==> src/rtl/assert_macros.svh <==
// ---------------------------------------------------------------------------
// Assertion macros
// Shared concurrent assertion forms for the word-sum checksum RTL.
// ---------------------------------------------------------------------------
`ifndef ASSERT_MACROS_SVH
`define ASSERT_MACROS_SVH

// Same-cycle implication, sampled on clk, disabled while rst is high.
`define BWS_ASSERT_SAME(label, ante, cons) \
  label: assert property (@(posedge clk) disable iff (rst) (ante) |-> (cons)) \
    else $error("bws assertion failed");

// Next-cycle implication, sampled on clk, disabled while rst is high.
`define BWS_ASSERT_NEXT(label, ante, cons) \
  label: assert property (@(posedge clk) disable iff (rst) (ante) |=> (cons)) \
    else $error("bws assertion failed");

`endif

==> src/rtl/bws_pkg.sv <==
// ---------------------------------------------------------------------------
// bws_pkg
// Types and constants shared by the word-sum checksum modules.
// ---------------------------------------------------------------------------
package bws_pkg;

  localparam int WORD_W            = 64;
  localparam int BYTE_W            = 8;
  localparam int NUM_LANES         = 4;
  localparam int MAX_LANES_DEFAULT = 4;
  localparam int CFG_INDEX_W       = 3;

  // Checksum size codes held in width_mode.
  localparam logic [1:0] MODE_32  = 2'd0;
  localparam logic [1:0] MODE_64  = 2'd1;
  localparam logic [1:0] MODE_128 = 2'd2;
  localparam logic [1:0] MODE_256 = 2'd3;

  // Configuration register indexes.
  localparam logic [CFG_INDEX_W-1:0] REG_WIDTH_MODE = 3'd0;
  localparam logic [CFG_INDEX_W-1:0] REG_SEED_LANE0 = 3'd1;
  localparam logic [CFG_INDEX_W-1:0] REG_SEED_LANE1 = 3'd2;
  localparam logic [CFG_INDEX_W-1:0] REG_SEED_LANE2 = 3'd3;
  localparam logic [CFG_INDEX_W-1:0] REG_SEED_LANE3 = 3'd4;

  typedef logic [NUM_LANES-1:0][WORD_W-1:0] lane_vec_t;

  typedef struct packed {
    logic [BYTE_W-1:0] data_byte;
    logic              last_byte;
  } in_payload_t;

  typedef struct packed {
    logic [WORD_W-1:0] sum_lane0;
    logic [WORD_W-1:0] sum_lane1;
    logic [WORD_W-1:0] sum_lane2;
    logic [WORD_W-1:0] sum_lane3;
  } out_payload_t;

  // Word event handed from the byte packer to the lane accumulators.
  typedef struct packed {
    logic              start;  // byte opens a new message
    logic              done;   // word is complete or final, add it
    logic              last;   // byte closes the message
    logic [WORD_W-1:0] word;
  } word_evt_t;

endpackage

==> src/rtl/bws_packer.sv <==
// ---------------------------------------------------------------------------
// bws_packer
// Packs message bytes big-endian into 32- or 64-bit words.
// ---------------------------------------------------------------------------
`include "assert_macros.svh"

module bws_packer (
  input  logic                      clk,
  input  logic                      rst,
  input  logic                      fire,
  input  logic                      narrow,
  input  logic [bws_pkg::BYTE_W-1:0] data_byte,
  input  logic                      last_byte,
  output bws_pkg::word_evt_t        evt
);

  logic [bws_pkg::WORD_W-1:0] word_buffer;
  logic [bws_pkg::WORD_W-1:0] word_buffer_next;
  logic [2:0]                 byte_position;
  logic [2:0]                 byte_position_next;
  logic                       in_message;
  logic                       in_message_next;

  logic [bws_pkg::WORD_W-1:0] buf_base;
  logic [2:0]                 slot;
  logic [2:0]                 byte_idx;
  logic [bws_pkg::WORD_W-1:0] byte_shifted;

  always_comb begin
    evt.start = !in_message;
    buf_base  = evt.start ? '0 : word_buffer;
    slot      = evt.start ? 3'd0 : byte_position;
    if (narrow) begin
      slot     = {1'b0, slot[1:0]};
      byte_idx = {1'b0, 2'd3 - slot[1:0]};
    end else begin
      byte_idx = 3'd7 - slot;
    end
    byte_shifted = bws_pkg::WORD_W'(data_byte) << {byte_idx, 3'b000};
    evt.word     = buf_base | byte_shifted;
    evt.last     = last_byte;
    evt.done     = last_byte || (narrow ? (slot == 3'd3) : (slot == 3'd7));

    if (evt.done) begin
      word_buffer_next   = '0;
      byte_position_next = 3'd0;
    end else begin
      word_buffer_next   = evt.word;
      byte_position_next = slot + 3'd1;
    end
    in_message_next = !last_byte;
  end

  always_ff @(posedge clk) begin
    if (rst) begin
      byte_position <= 3'd0;
      in_message    <= 1'b0;
    end else if (fire) begin
      byte_position <= byte_position_next;
      in_message    <= in_message_next;
    end
  end

  always_ff @(posedge clk) begin
    if (fire) begin
      word_buffer <= word_buffer_next;
    end
  end

  `BWS_ASSERT_NEXT(a_word_done_clears_slot, fire && evt.done, byte_position == 3'd0)
  `BWS_ASSERT_NEXT(a_last_ends_message, fire && evt.last, !in_message)
  `BWS_ASSERT_SAME(a_narrow_slot_range, fire && narrow, slot[2] == 1'b0)

endmodule

==> config.mk <==
export PLATFORM = sky130hd
export DESIGN_NAME = bws_packer
export DESIGN_NICKNAME = d
export VERILOG_FILES = /design/src/rtl/bws_pkg.sv /design/src/rtl/bws_packer.sv
export VERILOG_INCLUDE_DIRS = /design/src /design/src/rtl
export SDC_FILE = /design/constraint.sdc
export NUM_CORES = 1
export LEC_CHECK = 0
export BUFFER_PORTS_ARGS = -buffer_cell sky130_fd_sc_hd__buf_2
export CAP_MARGIN = 0
export CORE_MARGIN = 2
export CORE_UTILIZATION = 35
export CTS_BUF_LIST = sky130_fd_sc_hd__clkbuf_8
export DETAILED_ROUTE_END_ITERATION = 8
export GPL_ROUTABILITY_DRIVEN = 0
export HOLD_SLACK_MARGIN = 0.06
export MAX_ROUTING_LAYER = met4
export PLACE_DENSITY_LB_ADDON = 0.15
export SETUP_SLACK_MARGIN = 0.2
export SLEW_MARGIN = 15
export SYNTH_ARGS = -nofsm -noshare
export SYNTH_HDL_FRONTEND = slang
export SYNTH_SLANG_ARGS = --single-unit
==> constraint.sdc <==
create_clock -name clk -period 1.72 [get_ports clk]
set_input_delay 0.086 -clock clk [delete_from_list [all_inputs] [get_ports clk]]
set_output_delay 0.086 -clock clk [all_outputs]
set_load 0.02 [all_outputs]
# Yosys cells after proc, flatten, opt, wreduce, memory -nomap -nowiden
# Cells that the tools add are included.
[classes]
add_sub_neg = 3
multipliers = 0
n_div = 0
magnitude_cmp = 0
n_eq_ne = 2
shift = 1
muxes = 6
bitwise = 1
reduce_logical = 3
[op_table]
columns = ["cell", "n"]
rows = [
  ["2-to-1 mux 64 bit", 1],
  ["OR 64 bit", 1],
  ["left shift 8 x 6 -> 64 bit", 1],
  ["2-to-1 mux 3 bit", 4],
  ["adder 3 x 1 -> 3 bit, second input constant", 1],
  ["== test 3 x 2 -> 1 bit, second input constant", 1],
  ["== test 3 bit, second input constant", 1],
  ["subtractor 3 bit, first input constant", 1],
  ["logical NOT 1 bit", 2],
  ["subtractor 2 bit, first input constant", 1],
  ["logical OR 1 bit", 1],
  ["2-to-1 mux 1 bit", 1],
]
[totals]
reg_bits = 68
latchBits = 0
mem_bits_rw = 0
mem_bits_ro = 0
input_bits = 13
out_inout_bits = 67
word_cells = 19
mem_count = 0

# Depth between registers and ports, before layout
# Gate-level depths: netlist of run 1.
[depth]
depth_word = 6
depth_mapped = 8
depth_no_buf = 4

# Least setup slack after synthesis of run 1
# No wires, ideal clock.
[synth_timing]
path_kind = "flip-flop to flip-flop"
from = "reg byte_position[0]"
to = "reg word_buffer[10] (netlist bit), data pin"
setup_ns = 0.135
arrival_ns = 1.566
path_slack_ns = 0.019
path_stages_with_launch = 6
period_less_slack_ns = 1.701
path_cell_list = "dfxtp_1 buf_2 nand2b_1 clkbuf_1 o31ai_1 and2_1"
[synth_rtl]
columns = ["item", "line", "text"]
rows = [
  ["start: declaration", "bws_packer.sv:19", "logic [2:0] byte_position;"],
  ["start signal: assignment", "bws_packer.sv:59", "byte_position <= byte_position_next;"],
  ["end signal: assignment", "bws_packer.sv:66", "word_buffer <= word_buffer_next;"],
  ["end: declaration", "bws_packer.sv:17", "logic [bws_pkg::WORD_W-1:0] word_buffer;"],
]

==> results of run 1 <==
final timing paths:
check	depth (start not counted)	slack, ps	to	from
setup / recovery	7	-40	evt[47]	byte_position[2]
hold / removal	2	120	in_message	last_byte
setup reg to reg	7	90	byte_position[1]	in_message
hold reg to reg	1	590	word_buffer[2]	word_buffer[2]
critical path: cells and delay by family, from the launching register on:
kind	cells	cell delay, ps
AOI/OAI and AO/OA	1	120
buffers and inverters	5	670
DFF	1	340
and+or+nand+nor	1	200
cell type report:
| class | count | area share |
|---|---|---|
| Clock buffer | 9 | 0.0203 |
| Clock inverter | 7 | 0.00471 |
| Inverter | 43 | 0.0278 |
| Multi-Input combinational cell | 204 | 0.350 |
| Sequential cell | 68 | 0.329 |
| Tap cell | 136 | 0.0278 |
| Timing Repair Buffer | 144 | 0.240 |
routing by layer:
metal / GRT usage / wire, um / vias to the layer above / share of wire
li1: - / - / 1551 / -
met1: 0.286 / 5310 / 1656 / 0.44
met2: 0.295 / 5850 / 110 / 0.49
met3: 0.0278 / 665 / 13 / 0.055
met4: 0.0449 / 150 / 0 / 0.013
met5: - / 0 / - / 0
cell families after synthesis:
family,count (synthesis)
and+or+nand+nor,110
AOI/OAI and AO/OA,93
muxes,1
DFF,68
buffers and inverters,82
sequential cells by signal (all words and copies together) (netlist names):
signal,count
byte_position,3
in_message,1
word_buffer,64
report_power, final:
part | internal [mW] | leakage (nW) | switching, mW
Combinational | 0.443 | 1.77 | 0.596
Sequential | 1.90 | 0.694 | 0.0481
Clock | 0.493 | 0.0954 | 0.606
per-stage QoR:
| stage | power, mW | cells | setup TNS [ps] | instance area [um2] |
|---|---|---|---|---|
| floorplan | 2.36 | 354 | 0 | 3750 |
| global placement | 2.60 | 548 | 0 | 4310 |
| detailed placement | 2.60 | 548 | 0 | 4310 |
| CTS | 3.83 | 581 | -921 | 5050 |
| global route | 4.24 | 611 | -3100 | 6120 |
| finish | 4.08 | 611 | -421 | 6120 |
placed cells by master, fill, tap and decap left out, drive strengths merged, types with 2 or more instances in the layout:
master,instances
a21oi,9
a22o,8
a311oi,8
a31oi,8
a32oi,32
and2,9
and3,9
buf,138
clkbuf,14
clkinv,4
dfxtp,4
edfxtp,64
inv,45
nand2,41
nor2,40
nor2b,2
nor3b,2
o21ai,8
o221ai,8
o31ai,8
or2,2
timing repair:
item                                    CTS  global route
gates cloned                              3             6
setup buffers                            13            24
endpoints found under the setup margin  113            80
endpoints found under the hold margin     2             0
gates resized for setup                 128           139
hold buffers                              1             0
pin swaps                                24            38
==> impl_results.md, run 1 <==
* Outcome: finished, violations left
* Failing checks: negative setup slack
* # DRC at 0
* Final hold viol count at 0
* CP Cell Sequence: buf_6, nor3b_4, buf_4, buf_8, a32oi_1, inv_1, buf_4
* Total grt overflow at 0
* Post-synthesis compound-gate area fraction at 0.206
* Critical Path Max Stage Delay at around 340 ps
* Die Y at 108 um
* Final core area utilization at 0.590
* Root Driver: clkbuf_8
* Most common cell in the netlist: edfxtp_1
* Full die area at roughly 0.012 mm2
* Synthesized area per cell at about 11 um2
* Post-Synthesis Cells at roughly 350
* Mux contribution to synthesized area at 0.00267
* Routed wire per std cell at 19.6 um
* Share of cells above drive strength 1 at 0.562
* Maxcap violations at 0
* Number of library cell types mapped by synthesis at 39
* TritonCTS buffer count at 9
* Setup CP Type: flop to output pin
* Worst vdd ir at a little under 600 uV
* P&R area growth vs syn at 63.0%
* Maximum clock rate at 0.569 GHz
* Vias in the first global route at ~3000
* H-tree levels at 3
* ANT cells at 0
* Clock Tree Buf Depth at 2
* Mapped Area at approximately 0.0038 mm2
* Final Max Tran Viols at 0
* Sequential area share after synthesis at 0.534
* Skew final at about 4.4 ps
* Unrepaired setup endpoints after global routing: true
* CTS clk-pin slew, worst paths at about 70 ps
* Post-layout min period at about 1800 ps
* Global-route wire length before repair at between 15000 and 20000 um
* Rel. slew slack at 0.651
* Core footprint at roughly 0.010 mm2
* # setup viols final at 22
* Multi-input logic area at ~0.0021 mm2
* Asr flop ratio synth at 0
* Synth top area share at 0.512
* Min-Delay Path Class: input pin to flop
* Crit share post-route at 1.02
* Synth Flop Type: edfxtp_1
* Routed Antenna Nets at 0
* Main combinational cell family by area after synthesis: compound AO/OA/AOI/OAI gates
* Io pins at 80
* Synth area leaders: edfxtp_1, a32oi_1, inv_1
* Pin count of the biggest net entering global routing at 50
* Least-Margin Pin Slew at about 520 ps
* Site Rows at 37
* Nets at between 400 and 500
* Pwr Density at between 600 and 700 mW/mm2
* Post-synthesis adder-cell area fraction at 0
* Routed wire length at between 10000 and 15000 um
* Clock sinks at 68
* Worst-path fanout max at 9
* Chip width at ~110 um
* Final WS setup at -38.4 ps
* Synth Register Bits at ~70
* GRT Util Overall at 0.198
* Slowest CP cell: dfxtp_2
* Drt first pass iters at 4
* WP data required at between 1500 and 2000 ps
* P_leak at 2.56 nW
* Post-synth EDFFs at 64
* CP Launch Type: flop
* Initial Util at 0.362
* Fillers at around 880
* Post-synthesis simple-gate area fraction at 0.158
* Synthesis Warnings at 0
* Hold_ws at about 120 ps
* Post-Synthesis Net Count at ~370
* CP most frequent cell: buf_4
* # port buffers at 79
* Initial antenna violation count at 0
* Clock latency on the worst-skew pair at approximately 350 ps
* Top cell types by occurrence after synthesis: edfxtp_1, inv_1, nand2_1, a32oi_1, nor2_1
* HPWL after DPL at between 6000 and 7000 um
* DRT iter0 DRCs at ~170
* Register area at 0.00201 mm2
* Post-Place Worst Slack at ~100 ps
* Worst EP arrival at between 1500 and 2000 ps
* Vias at around 3300
* Worst Setup End Kind: output pin
* Xor/xnor cell area share of the yosys netlist at 0
* Synth area leader: edfxtp_1
* Vias per cell at 5.45
* CTS tree: done
No activity file was read; power rests on OpenSTA's default activity.
==> run 2: changes to the inputs <==
REMOVE_ABC_BUFFERS = 1   (was default)
==> run 2 against run 1 <==
  * The run still ends with negative setup slack left
  * Via count is 1.3% higher
  * Critical path depth down 1
  * Non-clock buffer count increased by 17
  * Clock-buffer cell count stayed put
  * Register-to-register slack hardly changed
  * Worst setup slack better by 8.6 ps
  * Critical endpoint is now evt[36]
  * Highest routed layer unchanged
==> impl_results.md, run 2 (synthesis gave the netlist of run 1 again) <==
* Unrepaired setup endpoints after global routing: true (unchanged)
* Most frequent cells in the layout: buf_6, edfxtp_1, buf_4 (was edfxtp_1, buf_6, buf_4)
* Routed Antenna Nets at 0 (unchanged)
* Hold depth at 2 (unchanged)
* Min-Delay Path Class: input pin to flop (unchanged)
* Max reg flops at 64 (unchanged)
* # DRC at 0 (unchanged)
* H-tree levels at 3 (unchanged)
* Hold path startpoint: last_byte (unchanged)
* Vias at 3372 (was 3330)
* Biggest regs: word_buffer (64), byte_position (3), in_message (1) (unchanged)
* Register-to-register setup slack at 90 ps (about the same)
* Chip width at 108 um (unchanged)
* # port buffers at 79 (unchanged)
* Worst EP arrival at 1660 ps (was 1670 ps)
* Worst Setup End Kind: output pin (unchanged)
* Setup CP Type: flop to output pin (unchanged)
* Final core area utilization at 0.667 (was 0.590)
* Share of cells above drive strength 1 at 0.685 (was 0.562)
* Finished Layout Cells at 628 (was 611)
* Worst vdd ir at 558 uV (was 588 uV)
* Global-route wire length before repair at 17900 um (was 16900 um)
* Failing checks: negative setup slack (unchanged)
* Site Rows at 37 (unchanged)
* Rel. slew slack at 0.688 (was 0.651)
* Least-Margin Pin Slew at 468 ps (was 523 ps)
* TritonCTS buffer count at 9 (unchanged)
* Final Max Tran Viols at 0 (unchanged)
* Outcome: finished, violations left (unchanged)
* # setup viols final at 12 (was 22)
* Pwr Density at 669 mW/mm2 (was 667 mW/mm2)
* Vias per cell at 5.37 (was 5.45)
* Final hold viol count at 0 (unchanged)
* Root Driver: clkbuf_8 (unchanged)
* Pin count of the biggest net entering global routing at 31 (was 50)
* WP data required at 1630 ps (about the same)
* Maxcap violations at 0 (unchanged)
* Routed wire per std cell at 20.1 um (was 19.6 um)
* Core footprint at 0.0104 mm2 (unchanged)
* Vias in the first global route at 3179 (was 3020)
* P_leak at 2.79 nW (was 2.56 nW)
* Cell Area, Placed at 0.00430 mm2 (was 0.00431 mm2)
* Reg2reg path depth at 8 (was 7)
* Crit share post-route at 1.02 (about the same)
* Initial Util at 0.362 (unchanged)
* Routed wire length at 12600 um (was 12000 um)
* Clock Tree Buf Depth at 2 (unchanged)
* Full die area at 0.0116 mm2 (unchanged)
* Slowest CP cell: dfxtp_4 (was dfxtp_2)
* Non-Filler Cell Area, Final at 0.00691 mm2 (was 0.00612 mm2)
* CP Launch Type: flop (unchanged)
* Die Y at 108 um (unchanged)
* Most common cell after layout, fill and taps aside: buf_6 (was edfxtp_1)
* Setup tns final at -137 ps (was -421 ps)
* R2R Path End: word_buffer[26] (was byte_position[1])
* CP Cell Sequence: nor3b_4, buf_6, buf_12, a32oi_4, inv_2, buf_6 (was buf_6, nor3b_4, buf_4, buf_8, a32oi_1, inv_1, buf_4)
* Placed cells at 545 (was 548)
* CTS tree: done (unchanged)
* Worst r2r src: in_message (unchanged)
* Total grt overflow at 0 (unchanged)
* CP most frequent cell: buf_6 (was buf_4)
* GRT Util Overall at 0.209 (was 0.198)
* CTS clk-pin slew, worst paths at 70 ps (about the same)
* Post-layout min period at 1750 ps (was 1760 ps)
* Initial antenna violation count at 0 (unchanged)
* Clock sinks at 68 (unchanged)
* Hold endpoint: in_message (unchanged)
* P&R area growth vs syn at 84.3% (was 63.0%)
* Maximum clock rate at 0.571 GHz (was 0.569 GHz)
* Clock latency on the worst-skew pair at 340 ps (was 350 ps)
* DRT iter0 DRCs at 246 (was 166)
* Nets at 500 (was 483)
* Hold_ws at 139 ps (was 120 ps)
* Io pins at 80 (unchanged)
* Worst-path fanout max at 7 (was 9)
* Final WS setup at -29.8 ps (was -38.4 ps)
* Drt first pass iters at 4 (unchanged)
* HPWL after DPL at 6150 um (was 6320 um)
* ANT cells at 0 (unchanged)
* Skew final at 6.79 ps (was 4.44 ps)
* Critical Path Max Stage Delay at 370 ps (was 340 ps)
* Fillers at 746 (was 879)
* Reg with most FFs: word_buffer (unchanged)
[run 2: worst max path at each step]
stage | startpoint | end | slack (ps) | depth (start not counted)
6_report | in_message | evt[36] | -30 | 6
5_1_grt | byte_position[2] | evt[61] | -80 | 6
4_1_cts | in_message | evt[36] | -4 | 6
3_3_place_gp | byte_position[1] | evt[43] | 90 | 4
3_5_place_dp | byte_position[1] | evt[43] | 90 | 4
2_1_floorplan | in_message | word_buffer[24] | -2100 | 4
[run 2: repair_timing]
| item | in CTS | in global routing |
|---|---|---|
| setup endpoints to repair | 114 | 132 |
| setup buffers | 32 | 20 |
| gates resized for setup | 241 | 128 |
| cloned | 6 | 8 |
| endpoints found under the hold margin | 2 | 0 |
| pin swaps | 46 | 31 |
| hold buffers | 1 | 0 |
[run 2: metrics by stage]
step	worst slack, ps	power (mW)
3_3_place_gp	94.6	2.59
2_1_floorplan	-2100	2.31
5_1_grt	-76.2	4.79
6_report	-29.8	4.63
4_1_cts	-3.87	4.42
3_5_place_dp	86.9	2.59
[run 2: cell type report]
cell class,instances,area [um2],area share
clock buffers,9,124,0.0179
clock inverters,7,83.8,0.0121
inverters,43,173,0.0250
multi-input cells,204,2380,0.345
flip-flops and latches,68,2020,0.292
well taps,136,170,0.0246
repair buffers,161,1960,0.284
[run 2: power by group]
| part | internal [mW] | switching [mW] |
|---|---|---|
| logic | 0.582 | 0.658 |
| clock network | 0.799 | 0.641 |
| registers | 1.89 | 0.0516 |
[run 2: critical path: cells and delay by family, from the launching register on]
family	cells	cell delay (ps)
buffers and inverters	4	500
DFF	1	370
AOI/OAI and AO/OA	1	290
and+or+nand+nor	1	150
[run 2: metal layers]
metal,vias up,routed length [um],track usage
met5,-,0,-
met3,14,687,0.0430
met2,109,6080,0.327
met1,1667,5780,0.284
met4,0,91,0.0412
li1,1582,-,-
==> run 3: changes to the inputs <==
GPL_TIMING_DRIVEN = 0   (was default)
==> run 3 against run 2 <==
  * Critical path depth increased by 1
  * Register-to-register slack worse by 70 ps
  * Final area decreased by 16%
  * Sequential share of layout area is 5.7 points higher
  * The run still ends with negative setup slack left
  * Power shrank 13%
  * Clock skew up 2.4 ps
  * Die area did not move
  * Utilization down 11 points
  * Via count shrank 4.2%
  * Combinational power fell by 26%
  * Largest power group unchanged
  * Non-clock buffer count shrank 30
  * Sequential power is essentially flat
==> impl_results.md, run 3 (synthesis gave the netlist of run 1 again) <==
* Outcome: finished, violations left (unchanged)
* Failing checks: negative setup slack (unchanged)
* Vias at 3232 (was 3372)
* Share of cells above drive strength 1 at 0.523 (was 0.685)
* CTS tree: done (unchanged)
* Routed wire per std cell at 19.2 um (was 20.1 um)
* P_leak at 2.42 nW (was 2.79 nW)
* # port buffers at 79 (unchanged)
* CP Launch Type: flop (unchanged)
* Cell Area, Placed at 0.00419 mm2 (was 0.00430 mm2)
* Nets at 473 (was 500)
* HPWL after DPL at 5760 um (was 6150 um)
* Total grt overflow at 0 (unchanged)
* Maximum clock rate at 0.540 GHz (was 0.571 GHz)
* Maxcap violations at 0 (unchanged)
* P&R area growth vs syn at 54.2% (was 84.3%)
* Pwr Density at 695 mW/mm2 (was 669 mW/mm2)
* Global-route wire length before repair at 16800 um (was 17900 um)
* Most common cell after layout, fill and taps aside: edfxtp_1 (was buf_6)
* Die Y at 108 um (unchanged)
* Vias in the first global route at 2986 (was 3179)
* Worst EP arrival at 1770 ps (was 1660 ps)
* Post-layout min period at 1850 ps (was 1750 ps)
* Min-Delay Path Class: input pin to flop (unchanged)
* Final hold viol count at 0 (unchanged)
* Final Max Tran Viols at 0 (unchanged)
* Initial antenna violation count at 0 (unchanged)
* Routed Antenna Nets at 0 (unchanged)
* Initial Util at 0.362 (unchanged)
* Least-Margin Pin Slew at 669 ps (was 468 ps)
* GRT Util Overall at 0.195 (was 0.209)
* Max reg flops at 64 (unchanged)
* Clock sinks at 68 (unchanged)
* Pin count of the biggest net entering global routing at 50 (was 31)
* # DRC at 0 (unchanged)
* Reg with most FFs: word_buffer (unchanged)
* Setup CP Type: flop to output pin (unchanged)
* # setup viols final at 39 (was 12)
* Site Rows at 37 (unchanged)
* Clock Tree Buf Depth at 2 (unchanged)
* Unrepaired setup endpoints after global routing: true (unchanged)
* Io pins at 80 (unchanged)
* Worst vdd ir at 430 uV (was 558 uV)
* H-tree levels at 3 (unchanged)
* CTS clk-pin slew, worst paths at 70 ps (about the same)
* Post-Place Worst Slack at -606 ps (was 86.9 ps)
* Worst Setup End Kind: output pin (unchanged)
* Routed wire length at 11600 um (was 12600 um)
* Final WS setup at -131 ps (was -29.8 ps)
* Chip width at 108 um (unchanged)
* Core footprint at 0.0104 mm2 (unchanged)
* Worst-path fanout max at 5 (was 7)
* Full die area at 0.0116 mm2 (unchanged)
* Biggest regs: word_buffer (64), byte_position (3), in_message (1) (unchanged)
* Rel. slew slack at 0.553 (was 0.688)
* Non-Filler Cell Area, Final at 0.00578 mm2 (was 0.00691 mm2)
* DRT iter0 DRCs at 224 (was 246)
* Total power at 4.02 mW (was 4.63 mW)
* WP data required at 1630 ps (about the same)
* Clock latency on the worst-skew pair at 350 ps (was 340 ps)
* Drt first pass iters at 4 (unchanged)
* Most frequent cells in the layout: edfxtp_1, buf_4, nand2_1, buf_2, inv_1 (was buf_6, edfxtp_1, buf_4)
* Vias per cell at 5.38 (was 5.37)
* Root Driver: clkbuf_8 (unchanged)
* Crit share post-route at 1.08 (was 1.02)
* ANT cells at 0 (unchanged)
* TritonCTS buffer count at 9 (unchanged)
* Skew final at 9.17 ps (was 6.79 ps)
[run 3: cell types whose count changed in the layout (fill, tap and decap cells not counted), sizes merged]
cell and change:
buf -23, clkbuf -6, clkinv +6, bufinv -2
bufbuf -1, inv -1
[run 3: metrics by stage]
| stage | util | setup TNS (ps) | instances | hold slack (ps) |
|---|---|---|---|---|
| 5_1_grt | 0.558 | -6640 | 601 | 101 |
| 3_5_place_dp | 0.404 | -39170 | 533 | 323 |
| 6_report | 0.558 | -2620 | 601 | 85.1 |
| 3_3_place_gp | 0.396 | -380020 | 530 | 316 |
| 4_1_cts | 0.492 | -3330 | 568 | 76.7 |
| 2_1_floorplan | - | -220540 | 315 | 158 |
[run 3: worst paths after layout]
| kind | start | depth (start not counted) | slack, ps | to |
|---|---|---|---|---|
| min | last_byte | 2 | 90 | in_message |
| max reg2reg | in_message | 8 | 20 | word_buffer[44] |
| min reg2reg | byte_position[2] | 2 | 540 | byte_position[2] |
| max | in_message | 7 | -130 | evt[37] |
[run 3: repair_timing]
item / CTS / global route
setup endpoints to repair: 131 / 122
resized for setup: 109 / 78
cloned: 4 / 4
hold buffers: 1 / 0
hold endpoints to repair: 2 / 0
setup buffers: 14 / 29
pin swaps: 10 / 22
[run 3: final cells by class]
class	count	area [um2]
fillers	910	4590
multi-input cells	204	1980
repair inverters	3	57.6
well taps	136	170
clock inverters	7	43.8
clock buffers	9	124
inverters	43	191
flip-flops and latches	68	2020
repair buffers	131	1200
[run 3: metal layers]
metal | up-vias | wire length [um] | part of all wire | global-route usage
met1 | 1573 | 5090 | 0.44 | 0.263
met5 | - | 0 | 0 | -
met2 | 120 | 5560 | 0.48 | 0.302
li1 | 1529 | - | - | -
met4 | 0 | 97 | 0.0084 | 0.0513
met3 | 10 | 822 | 0.071 | 0.0406
[run 3: power by group]
| group | total (mW) | switching (mW) | internal (mW) |
|---|---|---|---|
| clock | 1.16 | 0.644 | 0.515 |
| sequential | 1.94 | 0.0502 | 1.89 |
| combinational | 0.919 | 0.554 | 0.365 |
| total | 4.02 | 1.25 | 2.77 |
[run 3: worst max-delay path, stage by stage (launching register included)]
cell and delay [ps]:
dfxtp_4 370, buf_16 130, nor3b_4 140, buf_6 160, buf_12 150, a32oi_2 240, inv_1 70, buf_2 160
